## src/sv/vam_pkg.sv

```systemverilog
// ----------------------------------------------------------------------------
// vam_pkg: shared types and constants for the vector angle and magnitude unit
// Request and result payloads, the per-cell state word, fixed widths and the
// CORDIC arctangent table in units of 2^-20 degree.
// ----------------------------------------------------------------------------
package vam_pkg;

	localparam int COORD_W     = 16;
	localparam int DIFF_W      = COORD_W + 1;
	localparam int GUARD       = 24;
	localparam int XY_W        = COORD_W + GUARD + 4;
	localparam int Z_W         = 28;
	localparam int A_W         = 30;
	localparam int TAB_LEN     = 24;
	localparam int ANG_W       = 16;
	localparam int MAG_W       = 17;
	localparam int SQ_W        = 2 * MAG_W + 1;
	localparam int SQRT_DIGITS = (SQ_W + 1) / 2;
	localparam int RT_W        = 2 * SQRT_DIGITS;
	localparam int ANG_SHIFT   = 13;
	localparam int ANG_WRAP    = 46080;

	localparam logic [MAG_W-1:0]      MAG_MAX    = MAG_W'(92681);
	localparam logic signed [A_W-1:0] DEG180     = A_W'(180 * (1 << 20));
	localparam logic signed [A_W-1:0] DEG360     = A_W'(360 * (1 << 20));
	localparam logic [A_W-1:0]        ROUND_HALF = A_W'(1 << (ANG_SHIFT - 1));

	typedef struct packed {
		logic signed [COORD_W-1:0] src_x;
		logic signed [COORD_W-1:0] src_y;
		logic signed [COORD_W-1:0] dst_x;
		logic signed [COORD_W-1:0] dst_y;
	} vam_req_t;

	typedef struct packed {
		logic [ANG_W-1:0] angle_deg;
		logic [MAG_W-1:0] magnitude;
	} vam_res_t;

	typedef struct packed {
		logic half_turn;
		logic zero;
		logic sat;
	} vam_flags_t;

	typedef struct packed {
		logic signed [XY_W-1:0] x;
		logic signed [XY_W-1:0] y;
		logic signed [Z_W-1:0]  z;
		logic [RT_W-1:0]        rem;
		logic [RT_W-1:0]        root;
		vam_flags_t             flags;
	} vam_cell_t;

	// atan(2^-i) in degrees, scaled by 2^20 and rounded
	function automatic logic signed [Z_W-1:0] atan_step(input int idx);
		case (idx)
			0:       return Z_W'(47185920);
			1:       return Z_W'(27855475);
			2:       return Z_W'(14718068);
			3:       return Z_W'(7471121);
			4:       return Z_W'(3750058);
			5:       return Z_W'(1876857);
			6:       return Z_W'(938658);
			7:       return Z_W'(469357);
			8:       return Z_W'(234682);
			9:       return Z_W'(117342);
			10:      return Z_W'(58671);
			11:      return Z_W'(29335);
			12:      return Z_W'(14668);
			13:      return Z_W'(7334);
			14:      return Z_W'(3667);
			15:      return Z_W'(1833);
			16:      return Z_W'(917);
			17:      return Z_W'(458);
			18:      return Z_W'(229);
			19:      return Z_W'(115);
			20:      return Z_W'(57);
			21:      return Z_W'(29);
			22:      return Z_W'(14);
			23:      return Z_W'(7);
			default: return '0;
		endcase
	endfunction

endpackage

```

## src/sv/vam_cell.sv

```systemverilog
// ----------------------------------------------------------------------------
// vam_cell: one link of the angle and magnitude chain
// Applies one CORDIC micro-rotation (IDX < ROT_STAGES) and one digit of the
// integer square root (IDX < SQRT_DIGITS); the next cell gets the state word.
// ----------------------------------------------------------------------------
module vam_cell #(
	parameter int IDX        = 0,
	parameter int ROT_STAGES = 16
) (
	input  logic               clk,
	input  logic               arst_n,
	input  logic               en,
	input  logic               valid_in,
	input  vam_pkg::vam_cell_t cell_in,
	output logic               valid_out,
	output vam_pkg::vam_cell_t cell_out
);
	import vam_pkg::*;

	localparam bit DO_ROT  = IDX < ROT_STAGES;
	localparam bit DO_SQRT = IDX < SQRT_DIGITS;
	localparam int BIT_POS = DO_SQRT ? 2 * (SQRT_DIGITS - 1 - IDX) : 0;
	localparam logic [RT_W-1:0]       BIT = RT_W'(1) << BIT_POS;
	localparam logic signed [Z_W-1:0] ANG = atan_step(IDX);

	logic signed [XY_W-1:0] xs, ys;
	logic [RT_W:0]          trial;
	vam_cell_t              nxt;
	vam_cell_t              cell_s1;
	logic                   valid_s1;

	always_comb begin
		nxt   = cell_in;
		xs    = cell_in.x >>> IDX;
		ys    = cell_in.y >>> IDX;
		trial = {1'b0, cell_in.root} + {1'b0, BIT};
		if (DO_ROT) begin
			// drive y towards zero, accumulate the angle turned
			if (cell_in.y > 0) begin
				nxt.x = cell_in.x + ys;
				nxt.y = cell_in.y - xs;
				nxt.z = cell_in.z + ANG;
			end else begin
				nxt.x = cell_in.x - ys;
				nxt.y = cell_in.y + xs;
				nxt.z = cell_in.z - ANG;
			end
		end
		if (DO_SQRT) begin
			if ({1'b0, cell_in.rem} >= trial) begin
				nxt.rem  = cell_in.rem - trial[RT_W-1:0];
				nxt.root = (cell_in.root >> 1) + BIT;
			end else begin
				nxt.root = cell_in.root >> 1;
			end
		end
	end

	always_ff @(posedge clk or negedge arst_n) begin
		if (!arst_n) begin
			valid_s1 <= 1'b0;
		end else if (en) begin
			valid_s1 <= valid_in;
		end
	end

	always_ff @(posedge clk) begin
		if (en) begin
			cell_s1 <= nxt;
		end
	end

	assign valid_out = valid_s1;
	assign cell_out  = cell_s1;

endmodule

```

## config.mk

```make
export PLATFORM = sky130hd
export DESIGN_NAME = vam_cell
export DESIGN_NICKNAME = d
export VERILOG_FILES = /design/src/sv/vam_pkg.sv /design/src/sv/vam_cell.sv
export SDC_FILE = /design/constraint.sdc
export NUM_CORES = 1
export LEC_CHECK = 0
export BUFFER_PORTS_ARGS = -buffer_cell sky130_fd_sc_hd__buf_2
export CAP_MARGIN = 0
export CORE_MARGIN = 4
export CORE_UTILIZATION = 56
export CTS_CLUSTER_DIAMETER = 30
export DETAILED_ROUTE_END_ITERATION = 12
export PLACE_DENSITY = 0.86
export SLEW_MARGIN = 20
export SYNTH_ARGS = -nofsm -noshare
export SYNTH_HDL_FRONTEND = slang
export SYNTH_SLANG_ARGS = --single-unit
```

## constraint.sdc

```tcl
create_clock -name clk -period 0.9 [get_ports clk]
set_input_delay 0.135 -clock clk [delete_from_list [all_inputs] [get_ports clk]]
set_output_delay 0.135 -clock clk [all_outputs]
set_load 0.005 [all_outputs]
```

==> results of run 1 <==
==> logic make-up after synthesis <==
logic type	after synthesis	share of synthesized area
DFF	191	0.345
adders and majority gates	193	0.148
AOI/OAI and AO/OA	628	0.238
buffers and inverters	257	0.0632
muxes	27	0.0166
and+or+nand+nor	431	0.124
xor gates and xnor gates	124	0.0654
==> per-stage QoR <==
stage	hold slack [ns]	std cells
after floorplan	-0.161	1851
after global placement	-0.0805	3185
after detailed placement	-0.0775	3185
==> impl_metrics.tcl, run 1 <==
set metrics [dict create \
    yosysTopAreaCellShare 0.343 \
    cts-root-buf "clkbuf_16" \
    routabilityCongestion 1.10 \
    cts_max_level 4 \
    post_cts_resized 457 \
    synthesis.area_sq_um 16600 \
    dieHeight_um 180 \
    syn_area_per_cell_sq_um 8.98 \
    synth_cell_types 93 \
    synthTopCellsByCount "223 x a21oi_1, 190 x edfxtp_1, 188 x ha_1" \
    post_cts_buffers 86 \
    synth_nets 2239 \
    synth_edf_count 190 \
    synth_seq_cells 191 \
    error "[ERROR DPL-0033] detailed placement checks failed during check placement." \
    row_count 62 \
    numCtsBuffers 17 \
    synth.most_common_cell "a21oi_1" \
    syn_inst 1851 \
    place_ws_ns -2.25 \
    ios 387 \
    dieWidth_um 180 \
    clock-sinks 191 \
    initial_core_util 0.573 \
    dp_hpwl_mm 59.0 \
    haltStage "clock tree synthesis (4_1_cts)" \
    synth_area_leaders "edfxtp_1 34%, ha_1 14%, a21oi_1 6.7%, xnor2_1 5.1%, o21ai_0 4.3%" \
    ys_warn_count 0 \
    ctsHoldBuffers 82 \
    synthArstFlopShare 0.00524 \
    portBuffers 386 \
    placed_cell_area_sq_um 24200 \
    seq_area_frac_synth 0.345 \
    yosysTopAreaCell "edfxtp_1" \
    synth_top_flop_cell "edfxtp_1" \
    outcome "aborted with a tool error" \
    clockBufferDepth 2 \
]
==> inputs of run 2 (changes only) <==
CORE_UTILIZATION = 40   (was 56)
CTS_CLUSTER_DIAMETER = unset   (was 30)
PLACE_DENSITY = unset   (was 0.86)
PLACE_DENSITY_LB_ADDON = 0.15   (was unset)
==> run 2 against run 1 <==
Against the previous run:
- the flow now finishes, with violations (setup timing)
- synthesized cell count stayed put
- area after synthesis unchanged
==> impl_metrics.tcl, run 2 <==
set metrics [dict create \
    synth_nets 2239 \
    crit_required_ns 1.13 \
    portBuffers 386 \
    peakVddDrop_mv 1.06 \
    cts.clk_slew.worst_paths_ns 0.08 \
    synth_cell_types 93 \
    max-cap-violations 0 \
    cp_num_buf_inv 3 \
    syn_area_per_cell_sq_um 8.98 \
    finalSetupViolCount 323 \
    synth_seq_cells 191 \
    row_count 74 \
    cts-root-buf "clkbuf_16" \
    total_leakage_power_nw 13.9 \
    seq_area_frac_synth 0.345 \
    numCtsBuffers 17 \
    combPwrFrac 0.481 \
    initial_core_util 0.406 \
    dieHeight_um 212 \
    cp-end-kind "flop" \
    worstSetupPathType "input pin to flop" \
    dp_hpwl_mm 56.8 \
    coreArea_sq_um 40900 \
    powerDensity_nw_per_um2 1310 \
    fin_ws_ns -1.68 \
    final_common_cell "buf_4" \
    routed-via-count 19900 \
    clockPowerShare 0.220 \
    synth.most_common_cell "a21oi_1" \
    largest_reg_flops 190 \
    ys_warn_count 0 \
    clock-sinks 191 \
    grtUsageTotal 0.325 \
    ios 387 \
    yosysTopAreaCellShare 0.343 \
    place_ws_ns -2.58 \
    clock_skew_ns 0 \
    crit_family "compound AO/OA/AOI/OAI gates" \
    fin_cells 3631 \
    finish.net_count 3473 \
    synthesis.area_sq_um 16600 \
    antenna_found_initial 2 \
    placed_cell_area_sq_um 24800 \
    synth_edf_count 190 \
    p_sw_mw 14.3 \
    drive_gt1_frac 0.533 \
    grt_pass1_wl_mm 114 \
    finalInstanceArea_sq_um 30200 \
    synth_top_flop_cell "edfxtp_1" \
    maxSlewViolCount 0 \
    cp-start-kind "input pin" \
    final_antenna_net_count 0 \
    cp_slowest_cell "nor4_4" \
    synthArstFlopShare 0.00524 \
    finalPower_mw 39.5 \
    wl_per_cell_um 21.7 \
    hold_path.class "input pin to flop" \
    cp_max_fo 4 \
    outcome "complete, but fails checks" \
    slew_headroom 0.520 \
    firstDrtPassIters 5 \
    syn2layout_area_growth_pct 81.5 \
    post-route-period-util 2.87 \
    whs_ns 0.00521 \
    cts_max_level 4 \
    insertion_delay_ns 0.47 \
    p_int_mw 25.2 \
    wl_mm 78.7 \
    viasPerCell 5.47 \
    routabilityCongestion 0.975 \
    overflow 0 \
    layout_common_cells "712 x buf_4, 357 x buf_2, 190 x edfxtp_1" \
    cts_tree "yes" \
    syn_inst 1851 \
    path_cells "buf_6 -> buf_6 -> nor4_4 -> nand4_1 -> buf_6 -> nor2_4 -> a41o_4 -> ha_4 -> a21o_1 -> a21oi_2 -> o21bai_1 -> a21oi_2 -> o21bai_1 -> a21oi_2 -> xnor2_1" \
    arrival_ns 2.81 \
    worstMarginPinSlew_ns 0.713 \
    max_stage_delay_ns 0.35 \
    clockBufferDepth 2 \
    dieWidth_um 212 \
    drc 0 \
    p_sw_frac 0.363 \
    finalHoldViolCount 0 \
    rsz0062_at_grt "yes" \
    grt_pass1_vias 20100 \
    synth_area_leaders "edfxtp_1 34%, ha_1 14%, a21oi_1 6.7%, xnor2_1 5.1%, o21ai_0 4.3%" \
    yosysTopAreaCell "edfxtp_1" \
    period_minus_slack_ns 2.58 \
    violations "setup timing" \
    grt_max_degree 26 \
    max_freq_mhz 387 \
    dieArea_sq_um 44900 \
    p_seq_frac 0.299 \
    drt_first_iter_violations 1789 \
    synthTopCellsByCount "223 x a21oi_1, 190 x edfxtp_1, 188 x ha_1" \
    placed_cells_incl_taps 3393 \
]
[run 2: final cells by class]
| type | instances | area [sq um] |
|---|---|---|
| diodes | 1 | 2.50 |
| clock buffers | 17 | 425 |
| clock inverters | 15 | 216 |
| fillers | 2950 | 10800 |
| inverters | 182 | 737 |
| multi-input cells | 1403 | 12300 |
| flip-flops and latches | 191 | 5730 |
| well taps | 532 | 666 |
| repair buffers | 1290 | 10100 |
[run 2: tightest hold or removal path: stages]
cell and delay, ns:
buf_2 0.13, nand2_2 0.06, o21ai_2 0.05
[run 2: kinds of logic after synthesis]
group                      Yosys count  share of synthesized area
AOI/OAI and AO/OA                  628                      0.238
xor gates and xnor gates           124                     0.0654
adders and majority gates          193                      0.148
buffers and inverters              257                     0.0632
DFF                                191                      0.345
muxes                               27                     0.0166
and+or+nand+nor                    431                      0.124
[run 2: final timing paths]
path / startpoint / slack [ns] / endpoint / cells after the start
setup / recovery: cell_in[123] / -1.68 / cell_out[102]$_DFFE_PP_ / 15
min in group asynchronous: arst_n / 0.58 / valid_out$_DFFE_PN0P_ / 3
max in group asynchronous: arst_n / 0.21 / valid_out$_DFFE_PN0P_ / 3
hold reg to reg: valid_out$_DFFE_PN0P_ / 0.51 / valid_out$_DFFE_PN0P_ / 1
setup reg to reg: valid_out$_DFFE_PN0P_ / 0.16 / valid_out$_DFFE_PN0P_ / 1
hold / removal: cell_in[54] / 0.005 / cell_out[54]$_DFFE_PP_ / 3
[run 2: repair_timing]
action,in CTS,in global routing
resized for setup,381,216
pin swaps,184,163
buffers inserted,66,55
cloned,12,10
setup endpoints to repair,323,323
hold endpoints to repair,85,0
hold buffers,87,0
[run 2: metal layers]
| metal | share of wire | wire length (um) | track usage | vias up |
|---|---|---|---|---|
| met4 | 0.048 | 3760 | 0.135 | 2 |
| met1 | 0.39 | 30400 | 0.389 | 9636 |
| met5 | 0.00017 | 13 | 0 | - |
| li1 | - | - | - | 9167 |
| met3 | 0.063 | 4970 | 0.0413 | 214 |
| met2 | 0.50 | 39500 | 0.589 | 854 |
[run 2: power groups by stage]
stage / Combinational (mW) / Clock, mW / Sequential, mW
3_3_place_gp: 14.6 / 0 / 12.0
4_1_cts: 17.3 / 8.75 / 11.8
6_report: 19.0 / 8.70 / 11.8
3_5_place_dp: 14.7 / 0 / 12.0
5_1_grt: 20.1 / 9.11 / 11.9
2_1_floorplan: 6.70 / 0 / 12.1
[run 2: stage by stage]
stage | setup TNS, ns | utilization
2_1_floorplan | -166.52 | -
3_3_place_gp | -289.13 | 0.606
3_5_place_dp | -287.89 | 0.606
4_1_cts | -222.41 | 0.701
5_1_grt | -235.61 | 0.737
6_report | -222.89 | 0.737
No activity file was read; power rests on OpenSTA's default activity.
