===== src/sv/vam_pkg.sv =====
// ----------------------------------------------------------------------------
// vam_pkg: shared types and constants for the vector angle and magnitude unit
// Request and result payloads, the per-cell state word, fixed widths and the
// CORDIC arctangent table in units of 2^-20 degree.
// ----------------------------------------------------------------------------
package vam_pkg;

	localparam int COORD_W     = 16;
	localparam int DIFF_W      = COORD_W + 1;
	localparam int GUARD       = 24;
	localparam int XY_W        = COORD_W + GUARD + 4;
	localparam int Z_W         = 28;
	localparam int A_W         = 30;
	localparam int TAB_LEN     = 24;
	localparam int ANG_W       = 16;
	localparam int MAG_W       = 17;
	localparam int SQ_W        = 2 * MAG_W + 1;
	localparam int SQRT_DIGITS = (SQ_W + 1) / 2;
	localparam int RT_W        = 2 * SQRT_DIGITS;
	localparam int ANG_SHIFT   = 13;
	localparam int ANG_WRAP    = 46080;

	localparam logic [MAG_W-1:0]      MAG_MAX    = MAG_W'(92681);
	localparam logic signed [A_W-1:0] DEG180     = A_W'(180 * (1 << 20));
	localparam logic signed [A_W-1:0] DEG360     = A_W'(360 * (1 << 20));
	localparam logic [A_W-1:0]        ROUND_HALF = A_W'(1 << (ANG_SHIFT - 1));

	typedef struct packed {
		logic signed [COORD_W-1:0] src_x;
		logic signed [COORD_W-1:0] src_y;
		logic signed [COORD_W-1:0] dst_x;
		logic signed [COORD_W-1:0] dst_y;
	} vam_req_t;

	typedef struct packed {
		logic [ANG_W-1:0] angle_deg;
		logic [MAG_W-1:0] magnitude;
	} vam_res_t;

	typedef struct packed {
		logic half_turn;
		logic zero;
		logic sat;
	} vam_flags_t;

	typedef struct packed {
		logic signed [XY_W-1:0] x;
		logic signed [XY_W-1:0] y;
		logic signed [Z_W-1:0]  z;
		logic [RT_W-1:0]        rem;
		logic [RT_W-1:0]        root;
		vam_flags_t             flags;
	} vam_cell_t;

	// atan(2^-i) in degrees, scaled by 2^20 and rounded
	function automatic logic signed [Z_W-1:0] atan_step(input int idx);
		case (idx)
			0:       return Z_W'(47185920);
			1:       return Z_W'(27855475);
			2:       return Z_W'(14718068);
			3:       return Z_W'(7471121);
			4:       return Z_W'(3750058);
			5:       return Z_W'(1876857);
			6:       return Z_W'(938658);
			7:       return Z_W'(469357);
			8:       return Z_W'(234682);
			9:       return Z_W'(117342);
			10:      return Z_W'(58671);
			11:      return Z_W'(29335);
			12:      return Z_W'(14668);
			13:      return Z_W'(7334);
			14:      return Z_W'(3667);
			15:      return Z_W'(1833);
			16:      return Z_W'(917);
			17:      return Z_W'(458);
			18:      return Z_W'(229);
			19:      return Z_W'(115);
			20:      return Z_W'(57);
			21:      return Z_W'(29);
			22:      return Z_W'(14);
			23:      return Z_W'(7);
			default: return '0;
		endcase
	endfunction

endpackage


===== src/sv/vam_prep.sv =====
// ----------------------------------------------------------------------------
// vam_prep: front end of the angle and magnitude pipeline
// Forms the displacement, folds the left half-plane onto the right, squares
// both components and loads the state word for the first cell.
// ----------------------------------------------------------------------------
module vam_prep (
	input  logic               clk,
	input  logic               arst_n,
	input  logic               en,
	input  logic               valid_in,
	input  vam_pkg::vam_req_t  req,
	output logic               valid_out,
	output vam_pkg::vam_cell_t cell_out
);
	import vam_pkg::*;

	localparam int PAD   = XY_W - DIFF_W - 1 - GUARD;
	localparam int CMP_W = DIFF_W + MAG_W;

	logic                     v_s1, v_s2, v_s3;
	logic signed [DIFF_W-1:0] dx_c, dy_c;
	logic signed [DIFF_W-1:0] dx_s1, dy_s1;

	logic signed [DIFF_W:0]   dxe, dye, vx, vy;
	logic [DIFF_W-1:0]        ax, ay;
	logic [MAG_W-1:0]         mx, my;
	logic                     neg, sat_c;

	logic signed [XY_W-1:0]   x_s2, y_s2;
	vam_flags_t               flags_s2;
	logic [2*MAG_W-1:0]       sq_x_s2, sq_y_s2;
	vam_cell_t                cell_s3;

	assign dx_c = {req.dst_x[COORD_W-1], req.dst_x} - {req.src_x[COORD_W-1], req.src_x};
	assign dy_c = {req.dst_y[COORD_W-1], req.dst_y} - {req.src_y[COORD_W-1], req.src_y};

	always_comb begin
		neg   = dx_s1[DIFF_W-1];
		dxe   = {dx_s1[DIFF_W-1], dx_s1};
		dye   = {dy_s1[DIFF_W-1], dy_s1};
		// turn by a half circle when the vector points left
		vx    = neg ? -dxe : dxe;
		vy    = neg ? dye : -dye;
		ax    = neg ? DIFF_W'(-dx_s1) : dx_s1;
		ay    = dy_s1[DIFF_W-1] ? DIFF_W'(-dy_s1) : dy_s1;
		sat_c = (CMP_W'(ax) >= CMP_W'(MAG_MAX)) || (CMP_W'(ay) >= CMP_W'(MAG_MAX));
		mx    = sat_c ? '0 : MAG_W'(ax);
		my    = sat_c ? '0 : MAG_W'(ay);
	end

	always_ff @(posedge clk or negedge arst_n) begin
		if (!arst_n) begin
			v_s1 <= 1'b0;
			v_s2 <= 1'b0;
			v_s3 <= 1'b0;
		end else if (en) begin
			v_s1 <= valid_in;
			v_s2 <= v_s1;
			v_s3 <= v_s2;
		end
	end

	always_ff @(posedge clk) begin
		if (en) begin
			dx_s1 <= dx_c;
			dy_s1 <= dy_c;

			x_s2               <= {{PAD{vx[DIFF_W]}}, vx, {GUARD{1'b0}}};
			y_s2               <= {{PAD{vy[DIFF_W]}}, vy, {GUARD{1'b0}}};
			flags_s2.half_turn <= neg;
			flags_s2.zero      <= (dx_s1 == '0) && (dy_s1 == '0);
			flags_s2.sat       <= sat_c;
			sq_x_s2            <= mx * mx;
			sq_y_s2            <= my * my;

			cell_s3.x     <= x_s2;
			cell_s3.y     <= y_s2;
			cell_s3.z     <= '0;
			cell_s3.rem   <= RT_W'(SQ_W'(sq_x_s2) + SQ_W'(sq_y_s2));
			cell_s3.root  <= '0;
			cell_s3.flags <= flags_s2;
		end
	end

	assign valid_out = v_s3;
	assign cell_out  = cell_s3;

endmodule


===== config.mk =====
export PLATFORM = sky130hd
export DESIGN_NAME = vam_prep
export DESIGN_NICKNAME = d
export VERILOG_FILES = /design/src/sv/vam_pkg.sv /design/src/sv/vam_prep.sv
export SDC_FILE = /design/constraint.sdc
export NUM_CORES = 1
export LEC_CHECK = 0
export BUFFER_PORTS_ARGS = -buffer_cell sky130_fd_sc_hd__buf_2
export CAP_MARGIN = 20
export CORE_MARGIN = 8
export CORE_UTILIZATION = 54
export DETAILED_ROUTE_END_ITERATION = 8
export HOLD_SLACK_MARGIN = 0.15
export PLACE_DENSITY = 0.86
export SYNTH_ARGS = -nofsm -noshare
export SYNTH_HDL_FRONTEND = slang
export SYNTH_SLANG_ARGS = --single-unit

===== constraint.sdc =====
create_clock -name clk -period 12.75 [get_ports clk]
set_clock_uncertainty 0.2 [all_clocks]
set_input_delay 1.9125 -clock clk [delete_from_list [all_inputs] [get_ports clk]]
set_output_delay 1.9125 -clock clk [all_outputs]
set_load 0.005 [all_outputs]

==> flow_summary_export.csv, run 1 <==
group,metric,value,unit
routing,route.detailed.drc,0,
timing,finalSetupTns,0,ns
setup_path,worstSetupPathType,"reg -> reg",
setup_path,cp.arrival,11.48,ns
logic_synthesis,synth_edf_count,213,
setup_path,cp.required,12.89,ns
worst_hold_path,hp-class,"reg -> reg",
global_route,grt_pass1_wl,105400,um
global_route,grt_max_degree,106,
routing,vias,19660,
global_route,grt_pass1_vias,20580,
clocking,insertion_delay,0.55,ns
clocking,clk_pin_slew,0.08,ns
die,core_area,51090,um2
setup_path,cpMostUsedCell,"fa_1",
die,fp.dieH,242.6,um
die,initial_core_util,54.28,%
placement,port_buffers,146,
clocking,cts_sinks,216,
logic_synthesis,synth_top_flop_cell,"edfxtp_1",
logic_synthesis,async_flop_share,1.389,%
setup_path,cp-end-kind,"register",
setup_path,crit_end,"sq_y_s2[32]",
setup_path,r2r_start,"dy_s1[0]",
logic_synthesis,ys_types,70,
global_route,grt_overflow,0,
global_route,antenna_found_initial,0,
timing,fin_crit,11.34,ns
logic_synthesis,ys_ff_latch,216,
routing,dr.pass1.iters,7,
timing,worst_slew_pin_slew,1.133,ns
setup_path,r2r_setup_slack,1.41,ns
logic_synthesis,yosysWarnings,0,
job,maxCapViolCount,0,
die,die-area,58870,um2
logic_synthesis,ys_seq_area_share,23.33,%
clocking,postCtsSetupBuffers,0,
setup_path,critPathMaxFanout,105,
clocking,cts_buffers,24,
global_route,track_usage,21.86,%
timing,rsz0062_at_grt,"no",
timing,setup_viol,0,
routing,routed_via_density,5.423,
timing,maxSlewHeadroom,23.91,%
final_layout,drive_gt1_share,8.622,%
clocking,clk_path_buf_depth,3,
routing,wl_per_cell,17.88,um
setup_path,max_stage_delay,0.72,ns
logic_synthesis,netlist_area,27730,um2
placement,dp_hpwl,52630,um
final_layout,diodes,0,
logic_synthesis,syn_inst,2811,
routing,antenna_left,0,
die,num_rows,83,
setup_path,r2r_end,"sq_y_s2[32]",
timing,final_max_slew_viol_count,0,
setup_path,ff2ff_path_depth,30,
setup_path,crit_slowest_cell,"xor2_1",
clocking,cts_tree,"built",
timing,fmaxAchievable,0.08820,GHz
routing,first_iter_violations,1832,
routing,wl,64840,um
final_layout,fill_cells,4202,
die,die_w,242.6,um
clocking,cts_resized,0,
final_layout,fin_nets,3658,
logic_synthesis,syn_avg_cell_area,9.866,um2
clocking,ctsRootBufferMaster,"clkbuf_16",
status,status,"complete, no violations",
final_layout,area_growth,6.911,%
timing,period_share,88.93,%
clocking,hold_buffers,0,
clocking,cts_max_level,1,
placement,place.gp.congestion,0.9704,
setup_path,startpoint,"dy_s1[0]",
timing,final-hold-violation-count,0,
setup_path,cp-start-kind,"register",
die,ioPinCount,260,
## flip-flops by register name (all words and copies together) (netlist names)
signal,flops
y_s2,18
dx_s1,17
sq_x_s2,33
valid_out,1
x_s2,18
v_s1,1
flags_s2,3
v_s2,1
sq_y_s2,33
cell_out,74
dy_s1,17
## stage by stage
| step | instance area [um2] | hold slack (ns) | worst slack [ns] | cells | util (%) |
|---|---|---|---|---|---|
| 2_1_floorplan | 28160 | 0.2003 | 3.044 | 2924 | - |
| 3_3_place_gp | 28750 | 0.2017 | 2.007 | 3582 | 56.27 |
| 3_5_place_dp | 28750 | 0.2045 | 1.702 | 3582 | 56.27 |
| 4_1_cts | 29650 | 0.2082 | 1.656 | 3626 | 58.03 |
| 5_1_grt | 29650 | 0.2217 | 0.9779 | 3626 | 58.03 |
| 6_report | 29650 | 0.2055 | 1.412 | 3626 | 58.03 |
## how the worst min path moves through the flow
stage | startpoint | to | slack [ns] | cells past startpoint
2_1_floorplan | flags_s2[0] | cell_out[0] | 0.20 | 0
3_3_place_gp | x_s2[27] | cell_out[174] | 0.20 | 0
3_5_place_dp | x_s2[31] | cell_out[178] | 0.20 | 0
6_report | x_s2[34] | cell_out[181] | 0.21 | 0
5_1_grt | x_s2[29] | cell_out[176] | 0.22 | 0
4_1_cts | x_s2[34] | cell_out[181] | 0.21 | 0
## worst max-delay path, delay by kind of cell, from the launching register on
| family | cells | cell delay (ns) |
|---|---|---|
| AO/OA/AOI/OAI | 9 | 2.85 |
| flip-flops | 1 | 0.67 |
| buffers and inverters | 7 | 1.06 |
| adder cells (fa/ha/maj) | 7 | 3.16 |
| AND/OR/NAND/NOR | 6 | 2.44 |
| XOR/XNOR | 1 | 0.72 |
## Yosys cell counts (all sizes together) (15+ instances only)
cell type | n | area, um2
nor2b | 15 | 93.84
nand2 | 169 | 639.4
nor3 | 79 | 420.4
o21ai | 72 | 360.3
edfxtp | 213 | 6396
nand3 | 88 | 440.4
a21o | 33 | 247.7
o21a | 18 | 135.1
and2 | 18 | 112.6
buf | 145 | 1021
nor2 | 174 | 668.1
and3 | 27 | 168.9
nand2b | 22 | 137.6
a21oi | 83 | 415.4
inv | 614 | 2305
fa | 383 | 7667
xor2 | 61 | 534.3
ha | 279 | 3491
clkbuf | 48 | 180.2
xnor2 | 113 | 989.7
## logic make-up after synthesis
family                   after synthesis  synth area share, %
AND/OR/NAND/NOR                      639                10.87
flip-flops                           216                23.33
multiplexers                           6               0.2436
other                                  1              0.01352
XOR/XNOR                             174                5.495
AO/OA/AOI/OAI                        303                7.128
buffers and inverters                810                12.68
adder cells (fa/ha/maj)              662                40.23
## metal layers
metal / GRT usage, % / wire length, um / vias up / part of all wire (%)
li1: - / - / 8985 / -
met1: 27.79 / 25540 / 9434 / 39
met2: 36.45 / 30590 / 1031 / 47
met3: 3.910 / 5721 / 213 / 8.8
met4: 9.538 / 2987 / 0 / 4.6
met5: 0 / 0 / - / 0
## area by class of cell
type                       count  area, um2  share of cell area [%]
inverter                     617       2316                   7.811
sequential                   216       6471                   21.82
clock buffer                  27      633.1                   2.135
tap                          680      850.8                   2.869
timing repair buffer         171      940.9                   3.173
multi-input combinational   1898      18170                   61.28
clock inverter                17      269.0                  0.9073
## layout by cell type (no fill, tap or decap), drive strengths merged, types with 15 or more instances in the layout
cell type    n
nor3        79
buf        171
and3        27
clkbuf      27
o21ai       72
o21a        18
inv        616
xor2        61
a21oi       83
nand3       88
and2        18
xnor2      113
nor2b       15
fa         383
ha         279
nand2      169
edfxtp     213
conb       114
nor2       174
nand2b      22
a21o        33
Power of run 1 is left out: the tool's default activity adds up to more than one toggle a clock period on the data nets, which glitch-free logic cannot reach.
==> run 2: changes to the inputs <==
RECOVER_POWER = 25   (was unset)
REMOVE_ABC_BUFFERS = 1   (was unset)
==> flow_summary_export.csv, run 2 (same netlist as run 1, synthesis figures left out) <==
group,metric,value,unit
routing,dr.pass1.iters,6,
global_route,grt_max_degree,106,
job,maxCapViolCount,1,
routing,wl_per_cell,16.91,um
clocking,cts_tree,"built",
routing,first_iter_violations,1874,
status,failed_checks,"capacitance limit, slew limit",
timing,maxSlewHeadroom,-179.1,%
setup_path,max_stage_delay,0.85,ns
clocking,clk_pin_slew,0.07,ns
placement,place_area,28790,um2
placement,dp_hpwl,48850,um
clocking,clk_path_buf_depth,3,
die,initial_core_util,54.28,%
die,die-area,58870,um2
timing,finalSetupTns,0,ns
routing,wl,61450,um
final_layout,diodes,0,
final_layout,fin_area,29660,um2
placement,port_buffers,146,
clocking,cts_resized,0,
die,num_rows,83,
final_layout,most-common-layout-cells,"611 x inv_1, 383 x fa_1, 279 x ha_1",
placement,dp_cells,3586,
die,fp.dieH,242.6,um
timing,period_share,91.00,%
final_layout,fin_nets,3665,
final_layout,area_growth,6.938,%
timing,worst_slew_pin_slew,4.186,ns
clocking,postCtsSetupBuffers,0,
final_layout,instances_no_fill,3634,
setup_path,cp-start-kind,"register",
timing,fin_crit,11.60,ns
global_route,grt_overflow,0,
setup_path,crit_slowest_cell,"a2111oi_0",
routing,wl_met2,30410,um
timing,fmaxAchievable,0.08619,GHz
final_layout,final_common_cell,"inv_1",
status,status,"finished, violations left",
timing,setup_viol,0,
routing,highest-signal-layer,"met5",
clocking,hold_buffers,0,
routing,wl_met3,5202,um
timing,final-hold-violation-count,0,
setup_path,cp.arrival,11.65,ns
routing,met1Wirelength,23390,um
die,die_w,242.6,um
setup_path,cp-end-kind,"register",
final_layout,drive_gt1_share,8.700,%
global_route,grt_pass1_wl,101200,um
clocking,ctsRootBufferMaster,"clkbuf_16",
clocking,insertion_delay,0.55,ns
setup_path,cp.required,12.80,ns
routing,antenna_left,0,
routing,routed_via_density,5.427,
final_layout,utilization,58.05,%
placement,place.gp.congestion,0.9789,
global_route,antenna_found_initial,1,
setup_path,critPathMaxFanout,105,
routing,route.detailed.drc,0,
die,ioPinCount,260,
global_route,grt_pass1_vias,20600,
global_route,track_usage,20.73,%
timing,final_max_slew_viol_count,78,
clocking,cts_max_level,1,
clocking,cts_buffers,25,
timing,rsz0062_at_grt,"no",
setup_path,worstSetupPathType,"reg -> reg",
die,core_area,51090,um2
clocking,cts_sinks,216,
worst_hold_path,hp-class,"reg -> reg",
final_layout,largest_reg_flops,74,
routing,vias,19720,
[run 2: cell types whose count changed in the layout (fill, tap and decap cells not counted), moves of 3 or more]
| cell | before | now |
|---|---|---|
| inv_6 | 2 | 5 |
| buf_4 | 24 | 29 |
| clkbuf_1 | 2 | 5 |
| clkinv_2 | 1 | 4 |
| clkinvlp_4 | 5 | 0 |
| clkinv_1 | 4 | 7 |
[run 2: per-stage QoR]
stage               hold slack, ns  worst slack, ns
detailed placement          0.2045            1.298
finish                      0.2049            1.147
global route                0.2205           0.6536
floorplan                   0.2003            1.225
global placement            0.2014            1.548
CTS                         0.2073            1.096
[run 2: worst max-delay path: cells and delay by family, from the launching register on]
family | cells | cell delay (ns)
AO/OA/AOI/OAI | 10 | 3.22
buffers and inverters | 8 | 1.59
AND/OR/NAND/NOR | 5 | 1.59
flip-flops | 1 | 0.68
adder cells (fa/ha/maj) | 7 | 3.38
XOR/XNOR | 1 | 0.62
[run 2: path summary, 6_finish.rpt]
kind,slack (ns),to,cells past startpoint,from
min in group asynchronous,0.98,valid_out,1,arst_n
setup reg to reg,1.15,sq_y_s2[32],31,dx_s1[0]
hold / removal,0.20,cell_out[133],0,y_s2[30]
max in group asynchronous,11.20,v_s1,1,arst_n
setup / recovery,1.15,sq_y_s2[32],31,dx_s1[0]
hold reg to reg,0.20,cell_out[133],0,y_s2[30]
[run 2: area by class of cell]
| type | instances | area, um2 |
|---|---|---|
| fillers | 4179 | 21440 |
| multi-input cells | 1898 | 18180 |
| flip-flops and latches | 216 | 6471 |
| inverters | 617 | 2316 |
| repair buffers | 177 | 969.7 |
| well taps | 680 | 850.8 |
| clock buffers | 27 | 633.1 |
| clock inverters | 19 | 240.2 |
[run 2: metal layers]
| metal | GRT usage, % | vias up |
|---|---|---|
| met1 | 25.94 | 9626 |
| li1 | - | 9007 |
| met3 | 3.800 | 196 |
| met2 | 35.43 | 891 |
| met5 | 0 | - |
| met4 | 8.110 | 2 |
Power of run 2 is left out for the same reason.
