==> src/sv/vam_pkg.sv <==
// ----------------------------------------------------------------------------
// vam_pkg: shared types and constants for the vector angle and magnitude unit
// Request and result payloads, the per-cell state word, fixed widths and the
// CORDIC arctangent table in units of 2^-20 degree.
// ----------------------------------------------------------------------------
package vam_pkg;

	localparam int COORD_W     = 16;
	localparam int DIFF_W      = COORD_W + 1;
	localparam int GUARD       = 24;
	localparam int XY_W        = COORD_W + GUARD + 4;
	localparam int Z_W         = 28;
	localparam int A_W         = 30;
	localparam int TAB_LEN     = 24;
	localparam int ANG_W       = 16;
	localparam int MAG_W       = 17;
	localparam int SQ_W        = 2 * MAG_W + 1;
	localparam int SQRT_DIGITS = (SQ_W + 1) / 2;
	localparam int RT_W        = 2 * SQRT_DIGITS;
	localparam int ANG_SHIFT   = 13;
	localparam int ANG_WRAP    = 46080;

	localparam logic [MAG_W-1:0]      MAG_MAX    = MAG_W'(92681);
	localparam logic signed [A_W-1:0] DEG180     = A_W'(180 * (1 << 20));
	localparam logic signed [A_W-1:0] DEG360     = A_W'(360 * (1 << 20));
	localparam logic [A_W-1:0]        ROUND_HALF = A_W'(1 << (ANG_SHIFT - 1));

	typedef struct packed {
		logic signed [COORD_W-1:0] src_x;
		logic signed [COORD_W-1:0] src_y;
		logic signed [COORD_W-1:0] dst_x;
		logic signed [COORD_W-1:0] dst_y;
	} vam_req_t;

	typedef struct packed {
		logic [ANG_W-1:0] angle_deg;
		logic [MAG_W-1:0] magnitude;
	} vam_res_t;

	typedef struct packed {
		logic half_turn;
		logic zero;
		logic sat;
	} vam_flags_t;

	typedef struct packed {
		logic signed [XY_W-1:0] x;
		logic signed [XY_W-1:0] y;
		logic signed [Z_W-1:0]  z;
		logic [RT_W-1:0]        rem;
		logic [RT_W-1:0]        root;
		vam_flags_t             flags;
	} vam_cell_t;

	// atan(2^-i) in degrees, scaled by 2^20 and rounded
	function automatic logic signed [Z_W-1:0] atan_step(input int idx);
		case (idx)
			0:       return Z_W'(47185920);
			1:       return Z_W'(27855475);
			2:       return Z_W'(14718068);
			3:       return Z_W'(7471121);
			4:       return Z_W'(3750058);
			5:       return Z_W'(1876857);
			6:       return Z_W'(938658);
			7:       return Z_W'(469357);
			8:       return Z_W'(234682);
			9:       return Z_W'(117342);
			10:      return Z_W'(58671);
			11:      return Z_W'(29335);
			12:      return Z_W'(14668);
			13:      return Z_W'(7334);
			14:      return Z_W'(3667);
			15:      return Z_W'(1833);
			16:      return Z_W'(917);
			17:      return Z_W'(458);
			18:      return Z_W'(229);
			19:      return Z_W'(115);
			20:      return Z_W'(57);
			21:      return Z_W'(29);
			22:      return Z_W'(14);
			23:      return Z_W'(7);
			default: return '0;
		endcase
	endfunction

endpackage

==> src/sv/vam_post.sv <==
// ----------------------------------------------------------------------------
// vam_post: back end of the angle and magnitude pipeline
// Adds the half-turn offset, wraps and rounds the angle, rounds and clamps the
// length, and forces a zero vector to a zero result.
// ----------------------------------------------------------------------------
module vam_post (
	input  logic               clk,
	input  logic               arst_n,
	input  logic               en,
	input  logic               valid_in,
	input  vam_pkg::vam_cell_t cell_in,
	output logic               valid_out,
	output vam_pkg::vam_res_t  res
);
	import vam_pkg::*;

	localparam int AF_W = A_W - ANG_SHIFT;

	logic                  v_s1, v_s2;
	logic signed [A_W-1:0] a_s1, a_s2;
	logic [RT_W-1:0]       mag_s1;
	logic [MAG_W-1:0]      mag_s2;
	vam_flags_t            flags_s1;
	logic                  zero_s2;

	logic signed [A_W-1:0] base;
	logic [A_W-1:0]        a_sum;
	logic [AF_W-1:0]       ang_full;

	assign base = cell_in.flags.half_turn ? DEG180 : '0;

	always_ff @(posedge clk or negedge arst_n) begin
		if (!arst_n) begin
			v_s1 <= 1'b0;
			v_s2 <= 1'b0;
		end else if (en) begin
			v_s1 <= valid_in;
			v_s2 <= v_s1;
		end
	end

	always_ff @(posedge clk) begin
		if (en) begin
			a_s1     <= base + A_W'(cell_in.z);
			// round half up: the remainder exceeds the root
			mag_s1   <= cell_in.root + RT_W'(cell_in.rem > cell_in.root);
			flags_s1 <= cell_in.flags;

			if (a_s1 < 0) begin
				a_s2 <= a_s1 + DEG360;
			end else if (a_s1 >= DEG360) begin
				a_s2 <= a_s1 - DEG360;
			end else begin
				a_s2 <= a_s1;
			end
			if (flags_s1.sat || (mag_s1 > RT_W'(MAG_MAX))) begin
				mag_s2 <= MAG_MAX;
			end else begin
				mag_s2 <= MAG_W'(mag_s1);
			end
			zero_s2 <= flags_s1.zero;
		end
	end

	always_comb begin
		a_sum    = A_W'(a_s2) + ROUND_HALF;
		ang_full = a_sum[A_W-1:ANG_SHIFT];
		if (zero_s2) begin
			res.angle_deg = '0;
			res.magnitude = '0;
		end else begin
			// a full turn after rounding folds back to zero
			res.angle_deg = (ang_full >= AF_W'(ANG_WRAP)) ? '0 : ANG_W'(ang_full);
			res.magnitude = mag_s2;
		end
	end

	assign valid_out = v_s2;

endmodule
==> config.mk <==
export PLATFORM = sky130hd
export DESIGN_NAME = vam_post
export DESIGN_NICKNAME = d
export VERILOG_FILES = /design/src/sv/vam_pkg.sv /design/src/sv/vam_post.sv
export SDC_FILE = /design/constraint.sdc
export NUM_CORES = 1
export LEC_CHECK = 0
export ABC_CLOCK_PERIOD_IN_PS = 3200
export BUFFER_PORTS_ARGS = -buffer_cell sky130_fd_sc_hd__buf_2
export CORE_AREA = 4 4 113 115
export DETAILED_ROUTE_END_ITERATION = 6
export DIE_AREA = 0 0 117 119
export GPL_TIMING_DRIVEN = 0
export MAX_ROUTING_LAYER = met4
export PLACE_DENSITY = 0.77
export SLEW_MARGIN = 20
export SYNTH_ARGS = -nofsm -noshare
export SYNTH_HDL_FRONTEND = slang
export SYNTH_SLANG_ARGS = --single-unit
==> constraint.sdc <==
create_clock -name clk -period 3.2 [get_ports clk]
set_input_delay 0.48 -clock clk [delete_from_list [all_inputs] [get_ports clk]]
set_output_delay 0.48 -clock clk [all_outputs]
set_load 0.02 [all_outputs]
==> implementation parameters, run 1 <==
Parameter                              Value

Global route
  Number of antenna violations at the first check in global routing ... 0
  Grt total ovfl ... 0
  Pin count of the biggest net entering global routing ... 58
  First-pass GRT wire length ... 18370 um
  GRT Total Usage ... 16.74%
  Vias in the first global route ... 4324

Critical path
  Critical path data arrival time ... 2570 ps
  Ordered list of cells on the worst path ... nand4_2, nor4_2, mux2_2, a211oi_4, buf_6, a21oi_1, buf_2
  Buffers plus inverters on the worst setup path ... 2
  Data required time at the worst endpoint ... 2720 ps
  Family of cells with the greatest summed delay on the critical path ... simple AND/OR/NAND/NOR gates
  Kind of critical path ... reg -> out
  Worst-path cell with the longest stage delay ... edfxtp_1
  Maximum fanout count along the critical path ... 10
  Type of destination of the critical path ... primary output
  Startpoint Class ... register
  Largest stage delay on the critical path ... 480 ps

Clock network
  Clock latency at the later pin of the worst-skew pair ... 330 ps
  Clk pin slew, worst setup/hold paths ... 60 ps
  Number of buffers created by CTS ... 9
  # Post-CTS Setup Buffers ... 0
  CTS Root Buffer Type ... clkbuf_16
  Largest buffer count on any clock path ... 2
  H-tree depth ... 3
  CTS tree ... done
  # clock sinks ... 94

Logic synthesis
  Portion of the post-synthesis area used by sequential elements ... 49.27%
  Number of enable flip-flop cells after synthesis ... 92
  Distinct cell type count after synthesis ... 48
  Asr flop ratio synth ... 2.128%
  Register bit total from synthesis ... 94
  Synthesized area ... 0.005709 mm2
  Syn_nets ... 763
  Leading register cell type out of synthesis ... edfxtp_1
  Cells after Synth ... 521
  Count of yosys warnings during synthesis ... 0
  Avg Synthesized Cell Area ... 10.96 um2

Place
  Count of buffers from port buffering ... 128
  Post-DP Area ... 0.006564 mm2
  Detailed-placement wirelength estimate ... 9146 um
  Final Wtd Congestion ... 0.9160

STA
  Slew at the pin closest to its max-slew limit ... 715.1 ps
  Count of endpoints failing hold in the final timing report ... 0
  Clk_skew ... 4.624 ps
  Sum Neg Setup Slack ... 0 ps
  Clock period minus final worst setup slack ... 3047 ps
  Rel. slew slack ... 51.83%
  Final Max Tran Viols ... 0
  Period utilization ... 95.20%
  Final worst hold slack ... 323.2 ps
  Setup-failing EPs final ... 0
  Fmax ... 0.3282 GHz
  RSZ-0062 raised after global routing ... no

Route
  Vias per inst ... 5.406
  Number of vias after detailed routing ... 4395
  Number of search-and-repair iterations in the first detailed-routing pass ... 4
  Routed WL per cell ... 13.62 um
  Number of antenna-violating nets in the routed design ... 0
  Routed WL ... 11080 um
  Iteration-0 DRC Markers ... 213
  Number of design rule violations left after detail routing ... 0

Cells and area
  Layout overhead on the synthesized area ... 21.83%
  Most used cells in the layout excluding fill and tap cells ... buf_2, edfxtp_1, inv_1
  Storage element area ... 0.002813 mm2
  Fraction of final layout cells sized beyond drive strength 1 ... 25.83%
  Final net count ... 903
  Total area of multi-input combinational cells ... 0.002759 mm2
  Total non-filler cell area in the finished layout ... 0.006955 mm2
  Antenna Diode Count ... 0
  Number of filler instances in the final layout ... 956
  Commonest non-fill, non-tap cell in the layout ... buf_2

Floorplan
  Number of top-level pins ... 229
  Starting Density ... 48.34%
  Width of the die ... 117 um
  Core footprint ... 0.01181 mm2
  Num rows ... 40
  DIE HEIGHT ... 119 um
  Die footprint ... 0.01392 mm2

Status
  Status ... completed

Pwr
  Leakage Power ... 2.866 nW
  Worst IR drop on VDD ... 251.8 uV
  Pwr Density ... 456.1 mW/mm2
  Design Power ... 3.172 mW

Flow run
  Number of maximum-capacitance violations ... 0

Worst hold path
  Worst min path class ... in -> reg
-- final cells by class --
type	instances	area share, %
Multi-Input combinational cell	374	39.67
Buffer	6	0.5756
Sequential cell	94	40.44
Clock buffer	11	3.346
Tap cell	147	2.644
Inverter	46	2.482
Timing Repair Buffer	130	9.786
Clock inverter	5	1.061
-- worst reg2reg max path, stage by stage (launching register included) --
cell and delay (ps):
edfxtp_1 480, inv_1 140, a21oi_1 110, o21ai_0 590, o31ai_1 170, xor2_1 180
-- flip-flops by register name (all words and copies together) (netlist names) --
name and count:
a_s1 18, a_s2 18, flags_s1 2, mag_s1 36, mag_s2 17, v_s1 1, valid_out 1, zero_s2 1
-- power by group --
part	internal [mW]	total, mW	switching [mW]
Sequential	1.47	1.54	0.0684
Combinational	0.241	0.561	0.320
Clock	0.678	1.07	0.391
Total	2.39	3.17	0.779
-- stage by stage --
step	utilization (%)	instances	worst slack, ps
global placement	55.32	796	-456.4
finish	58.89	813	153.4
CTS	58.43	813	12.98
floorplan	-	521	151.7
global route	58.89	813	19.96
detailed placement	55.57	797	-552.9
-- Yosys cell counts, types with 2 or more instances --
library cell,count,area share (%)
edfxtp_1,92,48
ha_1,47,10
inv_1,46,3.0
xnor2_1,45,6.9
nand2_1,38,2.5
a21oi_1,32,2.8
nor2_1,27,1.8
nand3_1,26,2.3
nor2b_1,20,2.2
nand4_1,16,1.8
xor2_1,15,2.3
nor4_1,14,1.5
nor3_1,12,1.1
o21ai_0,11,0.96
or3_1,9,0.99
and4_1,7,1.1
o31ai_1,6,0.79
clkbuf_1,5,0.33
a21o_1,4,0.53
and3_1,4,0.44
a21boi_0,3,0.39
a31oi_1,3,0.33
and2_1,3,0.33
mux2_2,3,0.59
nand2b_1,3,0.33
nor3b_1,3,0.39
o211ai_1,3,0.39
a211o_1,2,0.31
a221oi_1,2,0.31
dfrtp_1,2,0.88
-- cells by family (layout without fill, tap and decap cells) --
group                      Yosys count  count (layout)  share of synthesized area, %
buffers and inverters               53             198                         3.791
adders and majority gates           47              47                         10.30
AOI/OAI and AO/OA                   74              74                         8.328
DFF                                 94              94                         49.27
muxes                                3               3                        0.5917
xor gates and xnor gates            60              60                         9.205
and+or+nand+nor                    190             190                         18.52
-- per-layer routing --
layer | up-vias | GRT usage (%) | wire length, um | part of all wire [%]
met5 | - | - | 0 | 0
met4 | 0 | 6.882 | 248 | 2.2
met3 | 24 | 2.439 | 553 | 5.0
met2 | 137 | 29.87 | 5834 | 53
met1 | 2035 | 18.39 | 4440 | 40
li1 | 2199 | - | - | -
-- timing repair --
action,CTS,global route
setup endpoints to repair,12,31
gates resized for setup,5,14
pin swaps,0,3
hold buffers,1,0
endpoints found under the hold margin,2,0
gates cloned,0,0
-- path summary, 6_finish.rpt --
kind / slack [ps] / startpoint / depth (start not counted) / to
min in group asynchronous: 470 / arst_n / 2 / valid_out
setup / recovery: 150 / a_s2[23] / 7 / res[25]
setup reg to reg: 1280 / a_s1[23] / 5 / a_s2[26]
hold reg to reg: 420 / a_s1[17] / 0 / a_s2[17]
hold / removal: 320 / cell_in[90] / 1 / a_s1[15]
max in group asynchronous: 2640 / arst_n / 2 / v_s1
Power figures use the tool's default switching activity.
==> run 2, diff against run 1 <==
- PLACE_DENSITY: 0.77 -> 0.8
- SLEW_MARGIN: 20 -> unset
==> run 2 against run 1 <==
Sequential share of layout area decreased by 0.087 points. Maximum frequency increased by 0.90%. Combinational power increased by 1%. Die area unchanged. Routed wire length increased by 5.0%. Flip-flop and latch count unchanged. Register-to-register slack about the same. Clock-buffer cell count decreased by 2. Clock power about the same. Hold slack got worse by 2.6 ps. The run now ends with DRC left. Critical path depth unchanged.
==> implementation parameters, run 2 (synthesis gave the netlist of run 1 again) <==
Parameter                              Value

Pwr
  Leakage Power ... 2.865 nW
  Gate power share ... 17.7%
  Design Power ... 3.204 mW
  Pwr Density ... 459.7 mW/mm2
  Reported net switching power ... 0.8665 mW
  Sequential Power Share ... 48.2%
  Worst IR drop on VDD ... 234.0 uV
  Share of total power consumed by net switching ... 27.04%
  Proportion of power drawn by the clock network ... 34.1%
  Int Pwr ... 2.338 mW

Cells and area
  Fraction of final layout cells sized beyond drive strength 1 ... 26.43%
  Commonest non-fill, non-tap cell in the layout ... buf_2
  Number of filler instances in the final layout ... 919
  Register ranked first by flip-flop count ... mag_s1
  Registers with the highest flip-flop counts ... mag_s1 x36, a_s1 x18, a_s2 x18
  Largest register FFs ... 36
  Layout overhead on the synthesized area ... 22.09%
  Final net count ... 903
  Total non-filler cell area in the finished layout ... 0.006970 mm2
  Most used cells in the layout excluding fill and tap cells ... buf_2, edfxtp_1, inv_1
  Final non-filler cell total ... 814

Critical path
  Ordered list of cells on the worst path ... nand4_2, nor4_4, mux2_2, a211oi_4, buf_6, a21oi_1, buf_2
  Maximum fanout count along the critical path ... 10
  Critical path data arrival time ... 2540 ps
  Startpoint Class ... register
  Largest stage delay on the critical path ... 490 ps
  Type of destination of the critical path ... primary output
  Data required time at the worst endpoint ... 2720 ps
  Kind of critical path ... reg -> out
  Worst-path cell with the longest stage delay ... edfxtp_1

Global route
  Vias in the first global route ... 4398
  GRT met3 Usage ... 3.709%
  Global routing met1 resource utilization ... 18.91%
  Pin count of the biggest net entering global routing ... 58
  Grt total ovfl ... 0
  First-pass GRT wire length ... 18860 um
  Top Usage Layer GRT ... met2
  Fraction of met2 tracks used by global routing ... 29.91%
  Number of antenna violations at the first check in global routing ... 1
  GRT Total Usage ... 17.33%

Status
  Violated checks ... DRC
  Status ... complete, but fails checks

Floorplan
  DIE HEIGHT ... 119 um
  Core footprint ... 0.01181 mm2
  Width of the die ... 117 um
  Num rows ... 40
  Die footprint ... 0.01392 mm2
  Starting Density ... 48.34%
  Number of top-level pins ... 229

Route
  Vias per inst ... 5.429
  Number of design rule violations left after detail routing ... 5
  Routed WL per cell ... 14.29 um
  Routed WL ... 11630 um
  Number of vias after detailed routing ... 4419
  Number of antenna-violating nets in the routed design ... 0
  Number of search-and-repair iterations in the first detailed-routing pass ... 7
  Iteration-0 DRC Markers ... 295

Place
  Count of buffers from port buffering ... 128
  Detailed-placement wirelength estimate ... 9365 um
  Final Wtd Congestion ... 0.9229
  Placed instance count ... 797
  Post-DP Area ... 0.006564 mm2
  Worst slack after detailed placement ... -510.0 ps

STA
  Final Max Tran Viols ... 0
  Setup-failing EPs final ... 0
  RSZ-0062 raised after global routing ... no
  Worst path setup slack after routing ... 180.6 ps
  Period utilization ... 94.36%
  Final worst hold slack ... 320.6 ps
  Count of endpoints failing hold in the final timing report ... 0
  Rel. slew slack ... 54.28%
  Fmax ... 0.3312 GHz
  Clock period minus final worst setup slack ... 3019 ps
  Slew at the pin closest to its max-slew limit ... 678.6 ps
  Clk_skew ... 10.16 ps

Worst hold path
  Worst min path class ... in -> reg

Clock network
  CTS tree ... done
  Clock latency at the later pin of the worst-skew pair ... 340 ps
  # clock sinks ... 94
  CTS Root Buffer Type ... clkbuf_16
  Clk pin slew, worst setup/hold paths ... 70 ps
  Largest buffer count on any clock path ... 2
  H-tree depth ... 3
  Number of buffers created by CTS ... 9

Flow run
  Number of maximum-capacitance violations ... 0
==> run 2: cell types whose count changed in the layout (fill, tap and decap cells not counted), moves of 2 or more <==
cell,previous run,this run
clkbuf_1,6,4
clkinv_2,2,0
inv_6,0,2
inv_8,0,2
==> run 2: power groups by stage <==
stage	registers (mW)	logic, mW	clock network [mW]
floorplan	1.55	0.346	0
global placement	1.57	0.523	0
detailed placement	1.57	0.555	0
CTS	1.54	0.561	1.12
global route	1.56	0.630	1.17
finish	1.54	0.568	1.09
==> run 2: final cells by class <==
cell class                 count  area (um2)  area share, %
inverter                      46       172.7          2.477
antenna                        1       2.502        0.03590
clock inverter                 7       86.33          1.239
buffer                         6       40.04         0.5744
timing repair buffer         130       680.7          9.765
multi-input combinational    374        2766          39.69
clock buffer                   9       225.2          3.231
sequential                    94        2813          40.35
tap                          147       183.9          2.639
==> run 2: metal layers <==
metal	wire length [um]	share of wire [%]	up-vias
li1	-	-	2196
met1	4687	40	2035
met2	5951	51	162
met3	670	5.8	26
met4	320	2.8	0
met5	0	0	-
==> run 2: critical path: cells and delay by family (launching register included) <==
kind            cells  cell delay [ps]
compound gates      2              380
buf+inv             2              330
flops               1              490
mux                 1              440
simple gates        2              560
==> run 2: what timing repair did <==
item,CTS,global route
resized for setup,4,17
pin swaps,0,2
buffers inserted,0,0
setup endpoints to repair,10,29
hold buffers,1,0
hold endpoints to repair,2,0
==> run 2: through the flow <==
| stage | util, % | TNS, ps |
|---|---|---|
| 2_1_floorplan | - | 0 |
| 3_3_place_gp | 55.32 | -6345 |
| 3_5_place_dp | 55.57 | -7232 |
| 4_1_cts | 58.45 | 0 |
| 5_1_grt | 59.01 | 0 |
| 6_report | 59.01 | 0 |
==> run 2: final timing paths <==
| path | slack, ps | end | cells past startpoint | startpoint |
|---|---|---|---|---|
| max | 180 | res[26] | 7 | a_s2[23] |
| min | 320 | a_s1[16] | 1 | cell_in[91] |
| max reg2reg | 1290 | a_s2[26] | 5 | a_s1[24] |
| min reg2reg | 420 | a_s2[17] | 0 | a_s1[17] |
| max in group asynchronous | 2650 | valid_out | 2 | arst_n |
| min in group asynchronous | 460 | v_s1 | 2 | arst_n |
==> run 3, diff against run 2 <==
- BUFFER_PORTS_ARGS: -buffer_cell sky130_fd_sc_hd__buf_2 -> unset
- CORE_AREA: 4 4 113 115 -> 4 4 107 109
- DIE_AREA: 0 0 117 119 -> 0 0 111 113
- DONT_BUFFER_PORTS: unset -> 1
- PLACE_DENSITY: 0.8 -> 0.7
==> run 3 against run 2 <==
The run now ends clean. Register-to-register slack better by 40 ps. Clock-buffer cell count did not move. Utilization is 1.5 points lower. Sequential share of layout area grew 5.8 points. Critical path depth shrank 1. Hold slack worse by 100 ps. Setup slack worse by 41 ps. Clock power shrank 40%. Total power fell by 18%. Flip-flop and latch count did not move. Combinational power decreased by 26%. Final area shrank 13%. Critical endpoint is now res[22]. Largest cell class unchanged. Highest routed layer unchanged.
==> implementation parameters, run 3 (synthesis gave the netlist of run 1 again) <==
Parameter                              Value

Status
  Status ... completed

Cells and area
  Final net count ... 774
  Commonest non-fill, non-tap cell in the layout ... edfxtp_1
  Fraction of final layout cells sized beyond drive strength 1 ... 7.276%
  Most used cells in the layout excluding fill and tap cells ... edfxtp_1, ha_1, inv_1
  Largest register FFs ... 36
  Layout overhead on the synthesized area ... 6.794%
  Registers with the highest flip-flop counts ... mag_s1 x36, a_s1 x18, a_s2 x18
  Number of filler instances in the final layout ... 887
  Register ranked first by flip-flop count ... mag_s1
  Total non-filler cell area in the finished layout ... 0.006097 mm2

Critical path
  Crit path to ... res[22]
  Maximum fanout count along the critical path ... 10
  Kind of critical path ... reg -> out
  Endpoint of the worst register-to-register path ... mag_s2[0]
  Number of cells on the worst reg-to-reg path ... 4
  R2R setup slack ... 1330 ps
  CP Launch Point ... a_s2[24]
  Type of destination of the critical path ... primary output
  Critical register-to-register path startpoint ... mag_s1[28]
  Data required time at the worst endpoint ... 2720 ps
  Startpoint Class ... register
  Critical path data arrival time ... 2580 ps

Clock network
  # clock sinks ... 94
  Clk pin slew, worst setup/hold paths ... 80 ps
  CTS tree ... done
  CTS Root Buffer Type ... clkbuf_8
  # Post-CTS Setup Buffers ... 0
  Clock latency at the later pin of the worst-skew pair ... 350 ps
  Number of buffers created by CTS ... 9
  Largest buffer count on any clock path ... 2
  H-tree depth ... 3

STA
  Period utilization ... 95.64%
  Clk_skew ... 7.120 ps
  Final worst hold slack ... 217.9 ps
  Final Max Tran Viols ... 0
  Setup-failing EPs final ... 0
  Fmax ... 0.3268 GHz
  Count of endpoints failing hold in the final timing report ... 0
  Rel. slew slack ... 59.96%
  Slew at the pin closest to its max-slew limit ... 594.3 ps
  RSZ-0062 raised after global routing ... yes
  Clock period minus final worst setup slack ... 3060 ps

Global route
  GRT Total Usage ... 18.30%
  Vias in the first global route ... 4023
  Pin count of the biggest net entering global routing ... 95
  Number of antenna violations at the first check in global routing ... 1
  First-pass GRT wire length ... 17920 um
  Grt total ovfl ... 0

Route
  Iteration-0 DRC Markers ... 186
  Vias per inst ... 5.702
  Number of antenna-violating nets in the routed design ... 0
  Routed WL per cell ... 15.99 um
  Number of design rule violations left after detail routing ... 0
  Routed WL ... 10820 um
  Number of search-and-repair iterations in the first detailed-routing pass ... 4
  Number of vias after detailed routing ... 3860

Place
  Post-DP Area ... 0.005884 mm2
  Final Wtd Congestion ... 0.9072
  Count of buffers from port buffering ... 0
  Detailed-placement wirelength estimate ... 8691 um

Floorplan
  Core footprint ... 0.01060 mm2
  DIE HEIGHT ... 113 um
  Num rows ... 38
  Width of the die ... 111 um
  Die footprint ... 0.01254 mm2
  Number of top-level pins ... 229
  Starting Density ... 53.85%

Pwr
  Leakage Power ... 2.210 nW
  Worst IR drop on VDD ... 207.5 uV
  Pwr Density ... 430.3 mW/mm2

Flow run
  Number of maximum-capacitance violations ... 0

Worst hold path
  Worst min path class ... in -> reg
==> run 3: worst min-delay path by stage <==
stage | startpoint | endpoint | slack [ps] | depth (start not counted)
after floorplan | arst_n | v_s1 | 180 | 0
final | cell_in[95] | a_s1[20] | 220 | 0
after detailed placement | arst_n | valid_out | 180 | 0
after CTS | cell_in[1] | flags_s1[1] | 190 | 0
after global placement | arst_n | valid_out | 180 | 0
after global routing | cell_in[93] | a_s1[18] | 170 | 0
==> run 3: cell type report <==
cell class	instances	area, um2	area share [%]
flip-flops and latches	94	2813	46.13
multi-input cells	374	2720	44.61
well taps	140	175.2	2.873
inverters	46	172.7	2.832
clock buffers	9	123.9	2.032
clock inverters	6	40.04	0.6567
plain buffers	6	40.04	0.6567
repair buffers	1	10.01	0.1642
diodes	1	2.502	0.04104
==> run 3: metal layers <==
metal / routed length [um] / global-route usage, % / vias up
met5: 0 / - / -
met4: 311 / 8.621 / 0
met1: 4590 / 20.59 / 1766
met2: 5210 / 30.34 / 137
li1: - / - / 1931
met3: 711 / 5.187 / 26
==> run 3: report_power, final <==
| group | switching, mW | internal (mW) |
|---|---|---|
| combinational | 0.249 | 0.170 |
| sequential | 0.0749 | 1.47 |
| clock | 0.385 | 0.274 |
| total | 0.709 | 1.91 |
==> run 3: repair_timing <==
item,in CTS,in global routing
hold buffers,1,0
hold endpoints to repair,2,0
setup endpoints to repair,0,25
resized for setup,0,11
==> run 3: critical path, cell delays in order, from the launching register on <==
cell and delay, ps:
edfxtp_1 490, nand4_2 180, nor4_2 410, mux2_2 450, a211oi_4 330, buf_6 180
a21oi_1 170
==> run 3: metrics by stage <==
stage          power [mW]  TNS, ps  std cells  utilization (%)  setup slack [ps]
2_1_floorplan       1.898        0        521                -             151.7
3_3_place_gp        1.964    -3666        661            55.50            -354.9
3_5_place_dp        1.989    -4385        661            55.50            -381.5
4_1_cts             2.652        0        677            57.14             31.14
5_1_grt             2.780   -139.7        677            57.51            -18.20
6_report            2.624        0        677            57.51             139.7
